[config.mk]
export PLATFORM = sky130hd
export DESIGN_NAME = software_timer_table
export DESIGN_NICKNAME = d
export VERILOG_FILES = /design/src/hdl/stt_pkg.sv /design/src/hdl/stt_ctrl.sv /design/src/hdl/stt_datapath.sv /design/src/hdl/software_timer_table.sv
export SDC_FILE = /design/constraint.sdc
export NUM_CORES = 1
export LEC_CHECK = 0
export BUFFER_PORTS_ARGS = -buffer_cell sky130_fd_sc_hd__buf_4
export CORE_ASPECT_RATIO = 1.75
export CORE_MARGIN = 3
export CORE_UTILIZATION = 35
export DETAILED_ROUTE_END_ITERATION = 10
export GPL_TIMING_DRIVEN = 0
export MAX_ROUTING_LAYER = met4
export PLACE_DENSITY = 0.61
export SLEW_MARGIN = 20
export SYNTH_ARGS = -nofsm -noshare
export SYNTH_HDL_FRONTEND = slang
export SYNTH_SLANG_ARGS = --single-unit
[constraint.sdc]
create_clock -name clk -period 11.3 [get_ports clk]
set_clock_uncertainty 0.1 [all_clocks]
set_input_delay 1.13 -clock clk [delete_from_list [all_inputs] [get_ports clk]]
set_output_delay 1.13 -clock clk [all_outputs]
set_load 0.005 [all_outputs]
[src/hdl/stt_pkg.sv]
// stt_pkg: shared types and constants for the software timer table
// opcodes, result kinds, field widths and controller/datapath interface structs
// no dependencies
`default_nettype none

package stt_pkg;

  localparam int NUM_SLOTS_DEF = 8;
  localparam int OP_W          = 2;
  localparam int KIND_W        = 3;
  localparam int TIME_W        = 32;
  localparam int ID_W          = 32;
  localparam int CNT_OUT_W     = 4;

  typedef enum logic [OP_W-1:0] {
    OP_SCHED  = 2'd0,
    OP_CANCEL = 2'd1,
    OP_PROC   = 2'd2,
    OP_CLEAR  = 2'd3
  } op_t;

  typedef enum logic [KIND_W-1:0] {
    KIND_SCHED  = 3'd0,
    KIND_CANCEL = 3'd1,
    KIND_FIRED  = 3'd2,
    KIND_DONE   = 3'd3,
    KIND_CLEAR  = 3'd4
  } kind_t;

  typedef struct packed {
    logic load;
    logic step;
    logic slot_upd;
    logic finish;
  } stt_cmd_t;

  typedef struct packed {
    logic hit;
    logic hit_ends;
    logic skip_scan;
    logic last_idx;
    logic out_free;
  } stt_sts_t;

endpackage

`default_nettype wire

[src/hdl/stt_ctrl.sv]
// stt_ctrl: sequencer for the software timer table
// walks the slot scan and orders result transfers; uses stt_pkg
`default_nettype none

module stt_ctrl (
  input  wire logic              clk,
  input  wire logic              rst_n,
  input  wire logic              in_valid,
  output logic                   in_stall,
  input  wire stt_pkg::stt_sts_t sts,
  output stt_pkg::stt_cmd_t      cmd
);
  import stt_pkg::*;

  typedef enum logic [1:0] {
    S_IDLE,
    S_SCAN,
    S_FINISH
  } state_t;

  state_t state_r, state_nxt;
  logic   in_stall_r;

  always_comb begin
    cmd       = '0;
    state_nxt = state_r;
    unique case (state_r)
      S_IDLE: begin
        if (in_valid) begin
          cmd.load  = 1'b1;
          state_nxt = S_SCAN;
        end
      end
      S_SCAN: begin
        if (sts.skip_scan) begin
          state_nxt = S_FINISH;
        end else if (sts.hit) begin
          if (sts.out_free) begin
            cmd.slot_upd = 1'b1;
            if (sts.hit_ends) begin
              state_nxt = S_IDLE;
            end else if (sts.last_idx) begin
              state_nxt = S_FINISH;
            end else begin
              cmd.step = 1'b1;
            end
          end
        end else if (sts.last_idx) begin
          state_nxt = S_FINISH;
        end else begin
          cmd.step = 1'b1;
        end
      end
      S_FINISH: begin
        if (sts.out_free) begin
          cmd.finish = 1'b1;
          state_nxt  = S_IDLE;
        end
      end
      default: state_nxt = S_IDLE;
    endcase
  end

  always_ff @(posedge clk) begin
    if (!rst_n) begin
      state_r    <= S_IDLE;
      in_stall_r <= 1'b0;
    end else begin
      state_r    <= state_nxt;
      in_stall_r <= (state_nxt != S_IDLE);
    end
  end

  assign in_stall = in_stall_r;

endmodule

`default_nettype wire

[src/hdl/stt_datapath.sv]
// stt_datapath: slot storage, scan index, counters and result register
// acts on commands from stt_ctrl and reports status; uses stt_pkg
`default_nettype none

module stt_datapath #(
  parameter int NUM_SLOTS = stt_pkg::NUM_SLOTS_DEF
) (
  input  wire logic                           clk,
  input  wire logic                           rst_n,
  input  wire logic [stt_pkg::OP_W-1:0]       in_opcode,
  input  wire logic [stt_pkg::TIME_W-1:0]     in_now_ms,
  input  wire logic [stt_pkg::TIME_W-1:0]     in_interval_ms,
  input  wire logic                           in_periodic,
  input  wire logic [stt_pkg::ID_W-1:0]       in_target_id,
  input  wire stt_pkg::stt_cmd_t              cmd,
  output stt_pkg::stt_sts_t                   sts,
  output logic                                out_valid,
  input  wire logic                           out_stall,
  output logic [stt_pkg::KIND_W-1:0]          out_kind,
  output logic                                out_ok,
  output logic [stt_pkg::ID_W-1:0]            out_tid,
  output logic [stt_pkg::CNT_OUT_W-1:0]       out_fire_cnt,
  output logic [stt_pkg::CNT_OUT_W-1:0]       out_active_count,
  output logic                                out_last
);
  import stt_pkg::*;

  localparam int IDX_W = (NUM_SLOTS > 1) ? $clog2(NUM_SLOTS) : 1;
  localparam int CNT_W = $clog2(NUM_SLOTS + 1);

  // latched item
  op_t               op_r;
  logic [TIME_W-1:0] now_r;
  logic [TIME_W-1:0] ivl_r;
  logic              per_r;
  logic [ID_W-1:0]   tgt_r;

  // slot table
  logic [NUM_SLOTS-1:0] active_r, active_nxt;
  logic [ID_W-1:0]      slot_id_r   [NUM_SLOTS];
  logic [TIME_W-1:0]    slot_ivl_r  [NUM_SLOTS];
  logic [TIME_W-1:0]    slot_fire_r [NUM_SLOTS];
  logic                 slot_per_r  [NUM_SLOTS];

  logic [IDX_W-1:0] idx_r, idx_nxt;
  logic [CNT_W-1:0] used_r, used_nxt;
  logic [CNT_W-1:0] fired_r, fired_nxt;
  logic [ID_W-1:0]  next_id_r, next_id_nxt;

  // result register
  logic                 out_valid_r, out_valid_nxt;
  kind_t                out_kind_r, o_kind_nxt;
  logic                 out_ok_r, o_ok_nxt;
  logic [ID_W-1:0]      out_id_r, o_id_nxt;
  logic [CNT_OUT_W-1:0] out_fired_r, o_fired_nxt;
  logic [CNT_OUT_W-1:0] out_active_r, o_active_nxt;
  logic                 out_last_r, o_last_nxt;
  logic                 emit;

  logic [ID_W-1:0]   cur_id;
  logic [TIME_W-1:0] cur_ivl;
  logic [TIME_W-1:0] cur_fire;
  logic              cur_per;
  logic              cur_act;
  logic [TIME_W-1:0] fire_sum;
  logic              sched_ok;

  assign cur_id   = slot_id_r[idx_r];
  assign cur_ivl  = slot_ivl_r[idx_r];
  assign cur_fire = slot_fire_r[idx_r];
  assign cur_per  = slot_per_r[idx_r];
  assign cur_act  = active_r[idx_r];
  assign fire_sum = now_r + ((op_r == OP_SCHED) ? ivl_r : cur_ivl);
  assign sched_ok = (ivl_r != '0) && (used_r < CNT_W'(NUM_SLOTS)) && (next_id_r != '0);

  always_comb begin
    sts           = '0;
    sts.hit_ends  = (op_r != OP_PROC);
    sts.skip_scan = (op_r == OP_CLEAR) || ((op_r == OP_SCHED) && !sched_ok);
    sts.last_idx  = (idx_r == IDX_W'(NUM_SLOTS - 1));
    sts.out_free  = !out_valid_r || !out_stall;
    case (op_r)
      OP_SCHED:  sts.hit = sched_ok && !cur_act;
      OP_CANCEL: sts.hit = cur_act && (tgt_r != '0) && (cur_id == tgt_r);
      OP_PROC:   sts.hit = cur_act && (now_r >= cur_fire);
      default:   sts.hit = 1'b0;
    endcase
  end

  always_comb begin
    active_nxt   = active_r;
    used_nxt     = used_r;
    next_id_nxt  = next_id_r;
    fired_nxt    = fired_r;
    idx_nxt      = idx_r;
    emit         = 1'b0;
    o_kind_nxt   = KIND_SCHED;
    o_ok_nxt     = 1'b0;
    o_id_nxt     = '0;
    o_fired_nxt  = '0;
    o_active_nxt = '0;
    o_last_nxt   = 1'b1;
    if (cmd.load) begin
      idx_nxt   = '0;
      fired_nxt = '0;
    end
    if (cmd.step) begin
      idx_nxt = idx_r + IDX_W'(1);
    end
    if (cmd.slot_upd) begin
      emit     = 1'b1;
      o_ok_nxt = 1'b1;
      case (op_r)
        OP_SCHED: begin
          active_nxt[idx_r] = 1'b1;
          used_nxt          = used_r + CNT_W'(1);
          next_id_nxt       = next_id_r + ID_W'(1);
          o_kind_nxt        = KIND_SCHED;
          o_id_nxt          = next_id_r;
        end
        OP_CANCEL: begin
          active_nxt[idx_r] = 1'b0;
          used_nxt          = used_r - CNT_W'(1);
          o_kind_nxt        = KIND_CANCEL;
        end
        OP_PROC: begin
          fired_nxt = fired_r + CNT_W'(1);
          if (!cur_per) begin
            active_nxt[idx_r] = 1'b0;
            used_nxt          = used_r - CNT_W'(1);
          end
          o_kind_nxt  = KIND_FIRED;
          o_id_nxt    = cur_id;
          o_fired_nxt = CNT_OUT_W'(fired_nxt);
          o_last_nxt  = 1'b0;
        end
        default: ;
      endcase
      o_active_nxt = CNT_OUT_W'(used_nxt);
    end
    if (cmd.finish) begin
      emit = 1'b1;
      case (op_r)
        OP_SCHED: begin
          o_kind_nxt = KIND_SCHED;
          o_ok_nxt   = 1'b0;
        end
        OP_CANCEL: begin
          o_kind_nxt = KIND_CANCEL;
          o_ok_nxt   = 1'b0;
        end
        OP_PROC: begin
          o_kind_nxt  = KIND_DONE;
          o_ok_nxt    = 1'b1;
          o_fired_nxt = CNT_OUT_W'(fired_r);
        end
        default: begin
          active_nxt = '0;
          used_nxt   = '0;
          o_kind_nxt = KIND_CLEAR;
          o_ok_nxt   = 1'b1;
        end
      endcase
      o_active_nxt = CNT_OUT_W'(used_nxt);
    end
    out_valid_nxt = emit || (out_valid_r && out_stall);
  end

  always_ff @(posedge clk) begin
    if (!rst_n) begin
      active_r    <= '0;
      used_r      <= '0;
      next_id_r   <= ID_W'(1);
      fired_r     <= '0;
      idx_r       <= '0;
      out_valid_r <= 1'b0;
    end else begin
      active_r    <= active_nxt;
      used_r      <= used_nxt;
      next_id_r   <= next_id_nxt;
      fired_r     <= fired_nxt;
      idx_r       <= idx_nxt;
      out_valid_r <= out_valid_nxt;
    end
  end

  // item latch, slot payload and result payload
  always_ff @(posedge clk) begin
    if (cmd.load) begin
      op_r  <= op_t'(in_opcode);
      now_r <= in_now_ms;
      ivl_r <= in_interval_ms;
      per_r <= in_periodic;
      tgt_r <= in_target_id;
    end
    if (cmd.slot_upd) begin
      case (op_r)
        OP_SCHED: begin
          slot_id_r[idx_r]   <= next_id_r;
          slot_ivl_r[idx_r]  <= ivl_r;
          slot_fire_r[idx_r] <= fire_sum;
          slot_per_r[idx_r]  <= per_r;
        end
        OP_PROC: begin
          if (cur_per) begin
            slot_fire_r[idx_r] <= fire_sum;
          end
        end
        default: ;
      endcase
    end
    if (emit) begin
      out_kind_r   <= o_kind_nxt;
      out_ok_r     <= o_ok_nxt;
      out_id_r     <= o_id_nxt;
      out_fired_r  <= o_fired_nxt;
      out_active_r <= o_active_nxt;
      out_last_r   <= o_last_nxt;
    end
  end

  assign out_valid        = out_valid_r;
  assign out_kind         = out_kind_r;
  assign out_ok           = out_ok_r;
  assign out_tid          = out_id_r;
  assign out_fire_cnt     = out_fired_r;
  assign out_active_count = out_active_r;
  assign out_last         = out_last_r;

endmodule

`default_nettype wire

[src/hdl/software_timer_table.sv]
// software_timer_table: top level of the timer slot table
// joins stt_ctrl and stt_datapath; uses stt_pkg
//
// Usage: one input channel (in_*) carries schedule, cancel, process and clear
// items; the result channel (out_*) returns one result per schedule, cancel
// and clear item, and for a process item one "fired" result per due slot in
// slot order followed by a "done" result. out_last marks the final result of
// an item. Both channels transfer when valid is high and stall is low.
// Items are handled one at a time: in_stall rises the cycle after a transfer
// and drops once the last result is in the output register. The slot scan
// visits one slot per cycle, and schedule, cancel and process items scan up
// to NUM_SLOTS slots; clear and a rejected schedule skip the scan. A
// schedule or cancel finishes at the slot that matches. When out_stall is
// high the scan holds on the slot that has a result waiting and resumes
// once the output register drains. Reset empties all slots, sets the id
// counter to 1 and drops out_valid; no sweep of the slot storage is needed.
`default_nettype none

module software_timer_table #(
  parameter int NUM_SLOTS = stt_pkg::NUM_SLOTS_DEF
) (
  input  wire logic                           clk,
  input  wire logic                           rst_n,
  input  wire logic                           in_valid,
  output logic                                in_stall,
  input  wire logic [stt_pkg::OP_W-1:0]       in_opcode,
  input  wire logic [stt_pkg::TIME_W-1:0]     in_now_ms,
  input  wire logic [stt_pkg::TIME_W-1:0]     in_interval_ms,
  input  wire logic                           in_periodic,
  input  wire logic [stt_pkg::ID_W-1:0]       in_target_id,
  output logic                                out_valid,
  input  wire logic                           out_stall,
  output logic [stt_pkg::KIND_W-1:0]          out_kind,
  output logic                                out_ok,
  output logic [stt_pkg::ID_W-1:0]            out_tid,
  output logic [stt_pkg::CNT_OUT_W-1:0]       out_fire_cnt,
  output logic [stt_pkg::CNT_OUT_W-1:0]       out_active_count,
  output logic                                out_last
);
  import stt_pkg::*;

  stt_cmd_t cmd;
  stt_sts_t sts;

  stt_ctrl u_ctrl (
    .clk      (clk),
    .rst_n    (rst_n),
    .in_valid (in_valid),
    .in_stall (in_stall),
    .sts      (sts),
    .cmd      (cmd)
  );

  stt_datapath #(
    .NUM_SLOTS (NUM_SLOTS)
  ) u_datapath (
    .clk              (clk),
    .rst_n            (rst_n),
    .in_opcode        (in_opcode),
    .in_now_ms        (in_now_ms),
    .in_interval_ms   (in_interval_ms),
    .in_periodic      (in_periodic),
    .in_target_id     (in_target_id),
    .cmd              (cmd),
    .sts              (sts),
    .out_valid        (out_valid),
    .out_stall        (out_stall),
    .out_kind         (out_kind),
    .out_ok           (out_ok),
    .out_tid          (out_tid),
    .out_fire_cnt     (out_fire_cnt),
    .out_active_count (out_active_count),
    .out_last         (out_last)
  );

  a_one_emit: assert property (@(posedge clk) disable iff (!rst_n)
    !(cmd.slot_upd && cmd.finish))
    else $error("slot update and finish in the same cycle");

  a_no_overwrite: assert property (@(posedge clk) disable iff (!rst_n)
    (cmd.slot_upd || cmd.finish) |-> sts.out_free)
    else $error("result written over a pending transfer");

  a_idle_quiet: assert property (@(posedge clk) disable iff (!rst_n)
    !in_stall |-> !(cmd.slot_upd || cmd.finish || cmd.step))
    else $error("scan activity while idle");

  a_busy_after_in: assert property (@(posedge clk) disable iff (!rst_n)
    (in_valid && !in_stall) |=> in_stall)
    else $error("input not held off after transfer");

  a_fired_not_last: assert property (@(posedge clk) disable iff (!rst_n)
    (out_valid && (out_kind == KIND_FIRED)) |-> !out_last)
    else $error("fired result marked last");

endmodule

`default_nettype wire

### Word-level counts from Yosys, hierarchy flattened

Memory sizes are Yosys's and may differ from the RTL's. A register that Yosys moved wholly into a read port is not among the register bits.
Cells that the tools add are included.

* register bits: 199
* bits in latches: 0
* RAM bits: 776
* bits in read-only memories: 0
* bits of input ports: 103
* output and inout port bits: 47
* logic and storage cells: 143
* memories kept: 4

* $add $sub $neg: 6
* $mul: 0
* div/mod/pow operators: 0
* magnitude comparators: 4
* equality and inequality tests: 8
* shifts and indexed selects: 0
* muxes and demuxes: 72
* bitwise logic cells: 4
* reductions and logical operators: 26

Memories
* u_datapath.slot_fire_r: depth 8, bits a word 32, read ports 1, clocked after memory_dff 1, wr ports 1, line stt_datapath.sv:42 `logic [TIME_W-1:0] slot_fire_r [NUM_SLOTS];`
* u_datapath.slot_id_r: depth 8, bits a word 32, read ports 1, clocked after memory_dff 1, wr ports 1, line stt_datapath.sv:40 `logic [ID_W-1:0] slot_id_r [NUM_SLOTS];`
* u_datapath.slot_ivl_r: depth 8, bits a word 32, read ports 1, clocked after memory_dff 1, wr ports 1, line stt_datapath.sv:41 `logic [TIME_W-1:0] slot_ivl_r [NUM_SLOTS];`
* u_datapath.slot_per_r: depth 8, bits a word 1, read ports 1, clocked after memory_dff 1, wr ports 1, line stt_datapath.sv:43 `logic slot_per_r [NUM_SLOTS];`

Operator list (count)
* 32-bit nonzero test: 3
* 32-bit two-way mux: 2
* 32-bit case mux with 2 select lines: 1
* 4-bit two-way mux: 13
* 3-bit two-way mux: 12
* 32-bit by 1-bit adder with 32-bit output, second input constant: 1
* 32-bit adder: 1
* 32-bit == test: 1
* 32-bit >= comparator: 1
* 8-bit two-way mux: 4
* 8-bit case mux with 3 select lines: 1
* 1-bit two-way mux: 22
* 2-bit two-way mux: 10
* 4-bit case mux with 3 select lines: 1
* 1-bit logical AND: 9
* 3-bit case mux with 3 select lines: 1
* 4-bit by 1-bit adder with 4-bit output, second input constant: 2
* 8-bit AND: 1
* 8-bit inverter: 1
* 8-bit OR: 1
* 2-bit == test, second input constant: 3
* 2-bit case mux with 3 select lines: 1
* 2-bit by 1-bit == test with 1-bit output, second input constant: 2
* 1-bit zero test: 4
* other kinds (18): 22

### Longest topological paths before layout

* depth in word-level cells: 11
* mapped depth: 22
* depth with buffers taken out: 17

### Cells and area by module

A second synthesis with hierarchy kept.

* cells, all modules: 2260
* area total of the unflattened synthesis: 40116.0 µm²

By module, submodules not included
* stt_datapath: times used 1, cells an instance 2238, area each 39899.5 µm², sequential area each 28727.6 µm²
* stt_ctrl: times used 1, cells an instance 22, area each 216.5 µm², sequential area each 60.1 µm²

### Worst setup path after synthesis

OpenSTA, ideal clock, no wires.

* path type: flip-flop to flip-flop
* start: register (tool-made name)
* end: memory u_datapath.slot_fire_r[3][0], enable pin
* setup time: 0.501 ns
* arrival time: 7.396 ns
* required time: 10.699 ns
* path slack: 3.303 ns
* stages on the path, launching flop included: 17
* buffers on the path: 6
* clock period less this slack: 7.997 ns
* cells stage by stage: dfxtp_1 -> buf_2 -> buf_2 -> clkbuf_1 -> clkbuf_1 -> buf_1 -> mux4_2 -> mux2i_1 -> ha_1 -> nand4_1 -> nor3_1 -> nand2_1 -> a2111oi_0 -> or3b_2 -> o21ai_2 -> clkbuf_1 -> nor4_1

RTL lines (line)
* to (decl): stt_datapath.sv:42

==> results_dict.tcl <==
set metrics [dict create \
    cts_sinks 978 \
    fillerInstances 10032 \
    finalSetupViolCount 0 \
    clock_path_buffers 3 \
    cp-end-kind "register" \
    syn-instance-count 2228 \
    hp-class "register to register" \
    clk_pin_slew_ps 60 \
    vias 21836 \
    nets 2698 \
    grt_start_max_net_pins 65 \
    place_ws_ps 1880 \
    postCtsResizedCells 0 \
    clk_latency_ps 690 \
    rows 163 \
    antenna_found_initial 2 \
    syn_to_final_growth_pct 17.4 \
    grt_pass1_wl_um 156000 \
    finalCriticalPeriod_ps 9030 \
    grt_pass1_vias 23241 \
    startpoint_type "register" \
    ant_nets 0 \
    tritoncts "done" \
    ios 150 \
    ys_seq_elements 978 \
    setup_tns_ps 0 \
    initial_core_util_pct 35.4 \
    die-area_um2 119000 \
    syn_nets 2409 \
    rsz0062_at_grt "false" \
    io_buffers 149 \
    core_area_um2 113000 \
    placed_area_um2 43800 \
    synth_area_leader_cell "edfxtp_1" \
    synth_common_cells "920 x edfxtp_1, 185 x mux4_2, 120 x nand2_1, 116 x mux2i_1, 81 x o21ai_0" \
    vias_per_cell 5.35 \
    gr-total-overflow 0 \
    ys_async_sr_fraction_pct 0 \
    ff2ff_setup_slack_ps 2270 \
    critPathRequiredTime_ps 11570 \
    run_status "finished, final reports clean" \
    postCtsSetupBuffers 0 \
    synth.distinct_cells 77 \
    totalWireLength_um 107000 \
    synthTopCellsByArea "edfxtp_1 69%, mux4_2 10%, dfxtp_1 2.9%, mux2i_1 2.9%, ha_1 2.4%" \
    die_w_um 262 \
    max_slew_margin_pct 19.3 \
    period_share_pct 79.9 \
    cts_buffers 92 \
    avgSynthCellArea_um2 18.0 \
    synth_area_um2 40100 \
    maxCapViolations 0 \
    hold_viol 0 \
    grt.total_usage_pct 18.7 \
    p_leak_uw 0.0155 \
    synth-edff-count 920 \
    path_max_fanout 10 \
    worstMarginPinSlew_ps 1210 \
    worst_slack_ps 2270 \
    layout-drive-gt1-share_pct 23.4 \
    crit_arrival_ps 9300 \
    drc_errors 0 \
    firstDrtPassIters 5 \
    place.gp.congestion 0.946 \
    synth_most_common_cell "edfxtp_1" \
    slew_viol_final 0 \
    p_total_uw 7860 \
    cts_root_buffer "clkbuf_16" \
    powerDensity_nw_per_um2 167 \
    crit_type "register to register" \
    wire_per_inst_um 26.3 \
    ys.flop_type "edfxtp_1" \
    die_h_um 454 \
    ys_seq_area_share_pct 71.9 \
    fmax_mhz 111 \
    htree_levels 3 \
    whs_ps 374 \
    fin_area_um2 47000 \
    synth_top_area_share_pct 69.0 \
    hpwl_um 75400 \
    hold_buffers 0 \
    first_iter_violations 1655 \
    ir_drop_mv 0.117 \
    synth_warnings 0 \
]
[worst paths after layout]
check,start,to,cells after the start
setup / recovery,register,u_datapath.slot_fire_r[5][7],20
hold / removal,u_datapath.active_r[3],u_datapath.active_r[3],2
setup reg to reg,register,u_datapath.slot_fire_r[5][7],20
hold reg to reg,u_datapath.active_r[3],u_datapath.active_r[3],2
[report_power, final]
group | leakage, uW | total, uW | internal, uW | switching [uW]
combinational | 0.00467 | 505 | 188 | 316
sequential | 0.00934 | 4130 | 4080 | 50.0
clock | 0.00154 | 3230 | 1820 | 1420
total | 0.0155 | 7860 | 6080 | 1780
[area by class of cell]
cell class / count / area [um^2] / share of cell area (%)
diodes: 2 / 5.00 / 0.0106
plain buffers: 97 / 445 / 0.947
clock buffers: 101 / 2410 / 5.12
clock inverters: 67 / 753 / 1.60
inverters: 43 / 191 / 0.407
multi-input cells: 1110 / 10700 / 22.8
flip-flops and latches: 978 / 28800 / 61.2
well taps: 1485 / 1860 / 3.95
repair buffers: 195 / 1840 / 3.91
[metal layers]
layer	up-vias	track usage (%)	routed length [um]	part of all wire (%)
li1	9541	-	-	-
met1	11293	20.5	39200	37
met2	785	33.9	58700	55
met3	217	2.63	5150	4.8
met4	0	7.63	4280	4.0
met5	-	-	0	0
[worst max-delay path: stages, from the launching register on]
cell and delay, ps:
dfxtp_1 380, buf_2 380, buf_2 460, clkbuf_1 490
clkbuf_1 660, buf_1 820, mux4_2 610, mux2i_1 310
ha_1 210, nand4_1 150, nor3_1 870, nand2_1 150
a2111oi_2 580, or3b_2 390, o21ai_2 140, clkbuf_1 370
nor3_2 710, buf_6 230, buf_4 190, buf_4 210
buf_4 230
[cells in the final DEF (no fill, tap or decap), drive strengths merged, types with 11 or more instances in the layout]
| cell | netlist | layout |
|---|---|---|
| ha | 77 | 77 |
| xnor2 | 56 | 56 |
| nand2 | 120 | 120 |
| buf | 48 | 241 |
| nand4 | 26 | 26 |
| inv | 42 | 53 |
| nor4 | 32 | 32 |
| mux2i | 118 | 118 |
| mux4 | 185 | 185 |
| xor2 | 23 | 23 |
| clkinv | 1 | 37 |
| edfxtp | 920 | 920 |
| nor3 | 21 | 21 |
| a21oi | 65 | 65 |
| a21o | 30 | 30 |
| and3 | 21 | 21 |
| dfxtp | 58 | 58 |
| o21ai | 85 | 85 |
| nor2 | 79 | 79 |
| clkbuf | 49 | 152 |
| bufinv | 0 | 11 |
| nand3 | 30 | 30 |
[per-stage QoR]
step                      util (%)  instances
final                         41.5       4078
after global routing          41.5       4078
after CTS                     41.5       4075
after detailed placement      38.7       3907
after global placement        38.0       3862
after floorplan                  -       2228
[sequential cells by signal, indices dropped and copies added (netlist names), 8 cells and up, named ones only]
register,cells
u_datapath.ivl_r,32
u_datapath.slot_fire_r,256
u_datapath.slot_ivl_r,256
u_datapath.tgt_r,32
u_datapath.next_id_r,32
u_datapath.slot_per_r,8
u_datapath.slot_id_r,256
u_datapath.now_r,32
u_datapath.out_tid,32
u_datapath.active_r,8
[kinds of logic (layout without fill, tap and decap cells)]
logic type / Yosys count / count (layout) / synth area share (%)
compound gates: 268 / 268 / 4.32
xor+xnor: 79 / 79 / 1.73
fa+ha+maj: 78 / 78 / 2.45
buf+inv: 140 / 503 / 1.50
flops: 978 / 978 / 71.9
mux: 305 / 305 / 13.4
other cells: 0 / 2 / 0
simple gates: 380 / 380 / 4.71
(Power assumes the default switching activity.)
